[config.mk]
export PLATFORM = sky130hd
export DESIGN_NAME = segment_normal_bisector
export DESIGN_NICKNAME = d
export VERILOG_FILES = /design/src/snb_pkg.sv /design/src/snb_iter.sv /design/src/segment_normal_bisector.sv
export SDC_FILE = /design/constraint.sdc
export NUM_CORES = 2
export LEC_CHECK = 0
export BUFFER_PORTS_ARGS = -buffer_cell sky130_fd_sc_hd__clkbuf_2
export CORE_UTILIZATION = 55
export DETAILED_ROUTE_END_ITERATION = 7
export PLACE_DENSITY = 0.75
export SLEW_MARGIN = 0
export SYNTH_ARGS = -nofsm -noshare
export SYNTH_HDL_FRONTEND = slang
export SYNTH_SLANG_ARGS = --single-unit
[constraint.sdc]
create_clock -name clk -period 8.6 [get_ports clk]
set_clock_uncertainty 0.15 [all_clocks]
set_input_delay 1.72 -clock clk [delete_from_list [all_inputs] [get_ports clk]]
set_output_delay 1.72 -clock clk [all_outputs]
set_load 0.005 [all_outputs]
[src/snb_pkg.sv]
`timescale 1ns / 1ps
// ----------------------------------------------------------------------------
// snb_pkg
// shared types and constants of the segment normal and bisector block
// ----------------------------------------------------------------------------
package snb_pkg;

  localparam int UNIT_FRAC_BITS = 14;
  localparam int SQRT_STEPS     = 33;
  localparam int DIV_STEPS      = UNIT_FRAC_BITS + 1;

  localparam logic [1:0] REG_LENGTH_TOL = 2'd0;
  localparam logic [1:0] REG_BISECT_TOL = 2'd1;

  typedef struct packed {
    logic start;
    logic is_div;
  } iter_cmd_t;

  typedef struct packed {
    logic busy;
    logic done;
  } iter_stat_t;

endpackage

[src/snb_iter.sv]
`timescale 1ns / 1ps
// ----------------------------------------------------------------------------
// snb_iter
// shared bit-serial unit: floor square root or rounded fraction division,
// one compare and subtract per cycle
// ----------------------------------------------------------------------------
module snb_iter import snb_pkg::*; (
  input  logic        clk,
  input  logic        rst,
  input  iter_cmd_t   cmd,
  input  logic [65:0] radicand,
  input  logic [47:0] numer,
  input  logic [47:0] denom_sh,
  output iter_stat_t  stat,
  output logic [32:0] result
);

  logic        busy;
  logic        done;
  logic        is_div;
  logic [5:0]  cnt;
  logic [47:0] rem;
  logic [65:0] rad;
  logic [47:0] dsh;
  logic [32:0] q;

  logic [47:0] op_a;
  logic [47:0] op_b;
  logic [48:0] diff;
  logic        ge;

  always_comb begin
    op_a = is_div ? rem : {11'b0, rem[34:0], rad[65:64]};
    op_b = is_div ? dsh : {13'b0, q, 2'b01};
    diff = {1'b0, op_a} - {1'b0, op_b};
    ge   = ~diff[48];
  end

  always_ff @(posedge clk) begin
    if (rst) begin
      busy <= 1'b0;
      done <= 1'b0;
      cnt  <= '0;
    end else begin
      done <= 1'b0;
      if (busy) begin
        cnt <= cnt - 6'd1;
        if (cnt == 6'd1) begin
          busy <= 1'b0;
          done <= 1'b1;
        end
      end else if (cmd.start) begin
        busy <= 1'b1;
        cnt  <= cmd.is_div ? 6'(DIV_STEPS) : 6'(SQRT_STEPS);
      end
    end
  end

  always_ff @(posedge clk) begin
    if (busy) begin
      rem <= ge ? diff[47:0] : op_a;
      q   <= {q[31:0], ge};
      rad <= {rad[63:0], 2'b00};
      dsh <= {1'b0, dsh[47:1]};
    end else if (cmd.start) begin
      is_div <= cmd.is_div;
      rem    <= cmd.is_div ? numer : '0;
      rad    <= radicand;
      dsh    <= denom_sh;
      q      <= '0;
    end
  end

  assign stat.busy = busy;
  assign stat.done = done;
  assign result    = q;

endmodule

[src/segment_normal_bisector.sv]
`timescale 1ns / 1ps
// ----------------------------------------------------------------------------
// segment_normal_bisector
// segment length, unit tangent, unit normal and bisector of consecutive normals
// ----------------------------------------------------------------------------
// steps: a degenerate segment takes only the length square root, one without a
// previous normal adds two divisions, a fallback bisector adds a second square root, a full
// bisector adds two more divisions; all run in turn on the shared iterative unit, and a new
// segment is accepted only in the idle state, after the last result is loaded out
// reset: clears kept normal, path flag and handshake state, tolerances to 1
module segment_normal_bisector import snb_pkg::*; (
  input  logic               clk,
  input  logic               rst,
  input  logic               cfg_we,
  input  logic [1:0]         cfg_index,
  input  logic [15:0]        cfg_data,
  input  logic               in_valid,
  output logic               in_ready,
  input  logic signed [31:0] start_east,
  input  logic signed [31:0] start_north,
  input  logic signed [31:0] end_east,
  input  logic signed [31:0] end_north,
  input  logic               path_start,
  output logic               out_valid,
  input  logic               out_ready,
  output logic [32:0]        seg_length,
  output logic signed [15:0] tangent_east,
  output logic signed [15:0] tangent_north,
  output logic signed [15:0] normal_east,
  output logic signed [15:0] normal_north,
  output logic signed [15:0] bisect_east,
  output logic signed [15:0] bisect_north,
  output logic               degenerate,
  output logic               bisect_valid,
  output logic               bisect_fallback
);

  typedef enum logic [7:0] {
    S_IDLE = 8'b0000_0001,
    S_MX   = 8'b0000_0010,
    S_MY   = 8'b0000_0100,
    S_ADD  = 8'b0000_1000,
    S_SQ   = 8'b0001_0000,
    S_DA   = 8'b0010_0000,
    S_DB   = 8'b0100_0000,
    S_FIN  = 8'b1000_0000
  } state_t;

  state_t state;

  logic [15:0] length_tol;
  logic [15:0] bisect_tol;
  logic signed [15:0] last_e;
  logic signed [15:0] last_n;
  logic        have_last;
  logic        bis;

  logic [32:0] mx, my;
  logic        sx, sy;
  logic [65:0] prod, acc;
  logic [32:0] dvs;
  logic [32:0] div_d;
  logic [32:0] len_r;
  logic signed [15:0] qa;
  logic signed [15:0] te_r, tn_r, be_r, bn_r;
  logic        degen_r, bv_r, fb_r;

  iter_cmd_t   cmd;
  iter_stat_t  stat;
  logic [32:0] iq;
  logic [32:0] mul_in;
  logic [32:0] num_mag;
  logic        q_sign;
  logic signed [15:0] qs;
  logic signed [32:0] dx, dy;
  logic signed [16:0] se, sn;
  logic        accept;

  snb_iter u_iter (
    .clk      (clk),
    .rst      (rst),
    .cmd      (cmd),
    .radicand (acc + prod),
    .numer    ({1'b0, num_mag, 14'b0} + {16'b0, div_d[32:1]}),
    .denom_sh ({1'b0, div_d, 14'b0}),
    .stat     (stat),
    .result   (iq)
  );

  assign in_ready = (state == S_IDLE);
  assign accept   = in_valid && in_ready;

  always_comb begin
    mul_in  = (state == S_MX) ? mx : my;
    num_mag = (state == S_DA) ? my : mx;
    q_sign  = (state == S_DA) ? sx : sy;
    div_d   = (state == S_SQ) ? iq : dvs;
    qs      = q_sign ? -$signed({1'b0, iq[14:0]}) : $signed({1'b0, iq[14:0]});
    dx      = {end_east[31], end_east} - {start_east[31], start_east};
    dy      = {end_north[31], end_north} - {start_north[31], start_north};
    se      = {last_e[15], last_e} + {qs[15], qs};
    sn      = {last_n[15], last_n} - {qa[15], qa};
    cmd.start  = 1'b0;
    cmd.is_div = 1'b1;
    unique case (state)
      S_ADD: begin
        cmd.start  = 1'b1;
        cmd.is_div = 1'b0;
      end
      S_SQ: cmd.start = stat.done &&
        (bis ? (iq > {17'b0, bisect_tol}) : (iq > {17'b0, length_tol}));
      S_DA: cmd.start = stat.done;
      default: cmd.start = 1'b0;
    endcase
  end

  always_ff @(posedge clk) begin
    if (rst) begin
      length_tol <= 16'd1;
      bisect_tol <= 16'd1;
    end else if (cfg_we) begin
      unique case (cfg_index)
        REG_LENGTH_TOL: length_tol <= cfg_data;
        REG_BISECT_TOL: bisect_tol <= cfg_data;
        default: ;
      endcase
    end
  end

  always_ff @(posedge clk) begin
    if (rst) begin
      state     <= S_IDLE;
      have_last <= 1'b0;
      last_e    <= '0;
      last_n    <= '0;
      out_valid <= 1'b0;
    end else begin
      if (out_valid && out_ready && state != S_FIN) out_valid <= 1'b0;
      unique case (state)
        S_IDLE: begin
          if (accept) begin
            if (path_start) have_last <= 1'b0;
            state <= S_MX;
          end
        end
        S_MX:  state <= S_MY;
        S_MY:  state <= S_ADD;
        S_ADD: state <= S_SQ;
        S_SQ: begin
          if (stat.done) begin
            if (cmd.start) begin
              state <= S_DA;
            end else begin
              if (bis) begin
                last_e    <= tn_r;
                last_n    <= -te_r;
                have_last <= 1'b1;
              end
              state <= S_FIN;
            end
          end
        end
        S_DA: if (stat.done) state <= S_DB;
        S_DB: begin
          if (stat.done) begin
            if (bis) begin
              last_e    <= tn_r;
              last_n    <= -te_r;
              have_last <= 1'b1;
              state     <= S_FIN;
            end else if (have_last) begin
              state <= S_MX;
            end else begin
              last_e    <= qs;
              last_n    <= -qa;
              have_last <= 1'b1;
              state     <= S_FIN;
            end
          end
        end
        S_FIN: begin
          if (!out_valid || out_ready) begin
            out_valid <= 1'b1;
            state     <= S_IDLE;
          end
        end
        default: state <= S_IDLE;
      endcase
    end
  end

  always_ff @(posedge clk) begin
    unique case (state)
      S_IDLE: begin
        mx      <= dx[32] ? 33'(-dx) : 33'(dx);
        my      <= dy[32] ? 33'(-dy) : 33'(dy);
        sx      <= dx[32];
        sy      <= dy[32];
        bis     <= 1'b0;
        te_r    <= '0;
        tn_r    <= '0;
        be_r    <= '0;
        bn_r    <= '0;
        degen_r <= 1'b0;
        bv_r    <= 1'b0;
        fb_r    <= 1'b0;
      end
      S_MX: prod <= mul_in * mul_in;
      S_MY: begin
        acc  <= prod;
        prod <= mul_in * mul_in;
      end
      S_SQ: begin
        if (stat.done) begin
          dvs <= iq;
          if (!bis) begin
            len_r <= iq;
            if (!cmd.start) degen_r <= 1'b1;
          end else if (!cmd.start) begin
            fb_r <= 1'b1;
            be_r <= te_r;
            bn_r <= tn_r;
          end
        end
      end
      S_DA: if (stat.done) qa <= qs;
      S_DB: begin
        if (stat.done) begin
          if (bis) begin
            be_r <= qa;
            bn_r <= qs;
          end else begin
            te_r <= qa;
            tn_r <= qs;
            if (have_last) begin
              bis  <= 1'b1;
              bv_r <= 1'b1;
              mx   <= se[16] ? {16'b0, 17'(-se)} : {16'b0, se};
              my   <= sn[16] ? {16'b0, 17'(-sn)} : {16'b0, sn};
              sx   <= se[16];
              sy   <= sn[16];
            end
          end
        end
      end
      S_FIN: begin
        if (!out_valid || out_ready) begin
          seg_length      <= len_r;
          tangent_east    <= te_r;
          tangent_north   <= tn_r;
          normal_east     <= tn_r;
          normal_north    <= -te_r;
          bisect_east     <= be_r;
          bisect_north    <= bn_r;
          degenerate      <= degen_r;
          bisect_valid    <= bv_r;
          bisect_fallback <= fb_r;
        end
      end
      default: ;
    endcase
  end

endmodule

==> metrics <==
outcome=finished, violations left; violated checks=negative setup slack; clock slew at reported path FFs=60 ps; Min Clock Period, post-route=9240 ps; WP data required=approximately 8900 ps; routability cong.=0.995; routed len/inst=roughly 22 µm; CTS tree=done; Max-slew headroom=between 20% and 30%; clk root buf=clkbuf_16; area grow syn2layout=17.7%; I/O pins=286; R2R Setup Slk=-640 ps; ANT cells=0; Crit path depth=slightly above 40; final worst-path cycle share=107%; CP Capture Point=prod[48]$_DFFE_PP_; antenna violations before repair=1; Synth top cells by count=1369 x inv_1, 865 x fa_1, 798 x nand2_1; synthesized flop and latch total=740; post-synthesis cell count=roughly 7600; final core area utilization=between 60% and 70%; # fillers=10400; Synth Flop Type=edfxtp_1; number of CTS-inserted buffers=77; min-delay worst type=flop to flop; antenna viol nets, final=0; synth unique cells=85; min-delay src=len_r[26]$_DFFE_PP_; CP Launch Type=flop; slowest library cell on the worst path=fa_1; Clock Latency Late Sink=slightly below 700 ps; synth warn=0; area leader, netlist=edfxtp_1; Pre-Repair DR Iteration Count=6; worst reg2reg path startpoint=state[3]$_SDFFE_PP0P_; final-report hold violation count=0; most frequent cell after synthesis=inv_1; DIE HEIGHT=between 300 and 400 µm; cts hold-fix bufs=0; Synth Cell Area=73600 µm²; drc violations=0; reg2reg path depth=41; Top delay family on crit path=adder cells; Critical Path End Type=flop; Slew @ Worst Pin=around 1100 ps; Clock Path Buffers=3; I/O Buffers=285; Crit path arrival time=9490 ps; DR vias/cell=approximately 5.8; worst-path maximum fanout=7; most used cell, CP=fa_1; drt first-iter violations=6099; core area=approximately 130000 µm²; slowest stage delay, CP=between 500 and 600 ps; die area=around 140000 µm²; final worst slack=-636 ps; share of cells above drive strength 1=between 10% and 20%; RSZ-0062 raised after global routing=yes; first-pass GRT wire length=around 340000 µm; total global-route track usage=32.6%; Vias=58700; DP HPWL=~170000 µm; launch point of the worst path=state[3]$_SDFFE_PP0P_; clock sink count=740; number of synthesized flops with an enable pin=around 660; ys async rst share=0%; fraction of the yosys area taken by sequential cells=just under 30%; critical path type=flop to flop; Nets=just under 10000; FMAX=between 0.1 and 0.15 GHz; largest cells by area after synthesis=edfxtp_1 27%, fa_1 24%, ha_1 9.0%; share of the synthesized area in the top cell type=26.7%; Routed Wire Length=223000 µm; Die X=about 370 µm; initial core utilization=roughly 56%; R2R Path End=prod[48]$_DFFE_PP_; H-tree depth=3; largest net degree at the start of global routing=120; vias in the first global route=around 60000; Buffers & Inverters on Critical Path=15; fin. max-slew vios=0; Remaining Overflow, GRT=0; Max Cap Viol=0; final number of setup-violating endpoints=36; Synthesized Nets=~9000; row count=133; Synth Area per Inst=9.71 µm²
## worst min path at each step
stage	end	slack, ps	cells past startpoint
floorplan	bisect_east[0]$_DFFE_PP_	250	0
global placement	seg_length[6]$_DFFE_PP_	250	0
detailed placement	bisect_north[15]$_DFFE_PP_	250	0
CTS	bisect_fallback$_DFFE_PP_	270	0
global route	bisect_north[15]$_DFFE_PP_	270	0
finish	seg_length[26]$_DFFE_PP_	270	0
## routing by layer
layer | global-route usage (%) | part of all wire, %
met5 | 0 | 0.0054
met4 | 12.1 | 4.1
met3 | 5.70 | 8.7
met2 | 52.1 | 46
met1 | 44.6 | 41
## layout by cell type, fill, tap and decap left out, types with 45 or more instances in the layout
master        n
clkbuf_2    285
a21o_1      188
xor2_1      146
dfxtp_1      80
xnor2_1     224
mux2i_1      76
fa_1        840
nor3_1      101
a21oi_1     369
nand4_1      50
nand3_1      88
edfxtp_1    656
buf_6        69
inv_1      1315
clkbuf_16    81
and2_1       71
nand2_1     763
inv_2        46
and3_1       46
o31ai_1      61
mux2_2       67
nor2_1      546
o21ai_0     204
buf_4       588
ha_1        503
a31oi_1      45
nor2b_1      51
## state kept, by name (all words and copies together) (netlist names), 33 cells and up
name	flops
acc	65
dvs	33
len_r	33
mx	33
my	33
prod	65
seg_length	33
u_iter.dsh	47
u_iter.rad	66
u_iter.rem	48
u_iter.result	33
## logic make-up after synthesis
logic type	share of synthesized area [%]
flip-flops	29.0
AO/OA/AOI/OAI	10.9
adder cells (fa/ha/maj)	32.5
XOR/XNOR	4.54
buffers and inverters	8.52
AND/OR/NAND/NOR	12.0
multiplexers	2.52
## through the flow
stage | setup WS, ps | TNS (ps) | hold slack, ps | instance area [µm²] | cells
2_1_floorplan | -58.7 | -219 | 250 | 73800 | 7588
3_3_place_gp | -920 | -16690 | 252 | 81200 | 9957
3_5_place_dp | -995 | -19040 | 255 | 81200 | 9957
4_1_cts | -454 | -5960 | 266 | 85500 | 10200
5_1_grt | -873 | -21230 | 269 | 86700 | 10200
6_report | -636 | -12730 | 267 | 86700 | 10200
## layout make-up
| cell class | instances | area (µm²) | share of cell area (%) |
|---|---|---|---|
| multi-input cells | 5193 | 47600 | 54.9 |
| flip-flops and latches | 740 | 21400 | 24.7 |
| repair buffers | 996 | 7650 | 8.83 |
| inverters | 1380 | 5250 | 6.05 |
| well taps | 1755 | 2200 | 2.53 |
| clock buffers | 98 | 2050 | 2.36 |
| clock inverters | 44 | 542 | 0.625 |
## what timing repair did
item                       4_1_cts  5_1_grt
setup endpoints to repair       37       41
pin swaps                       88      111
gates resized for setup        278      215
setup buffers                   76       42
cloned                           2        2
Power is not shown: default switching activity piles up to over one toggle a cycle in this logic, so the estimate is an artifact.
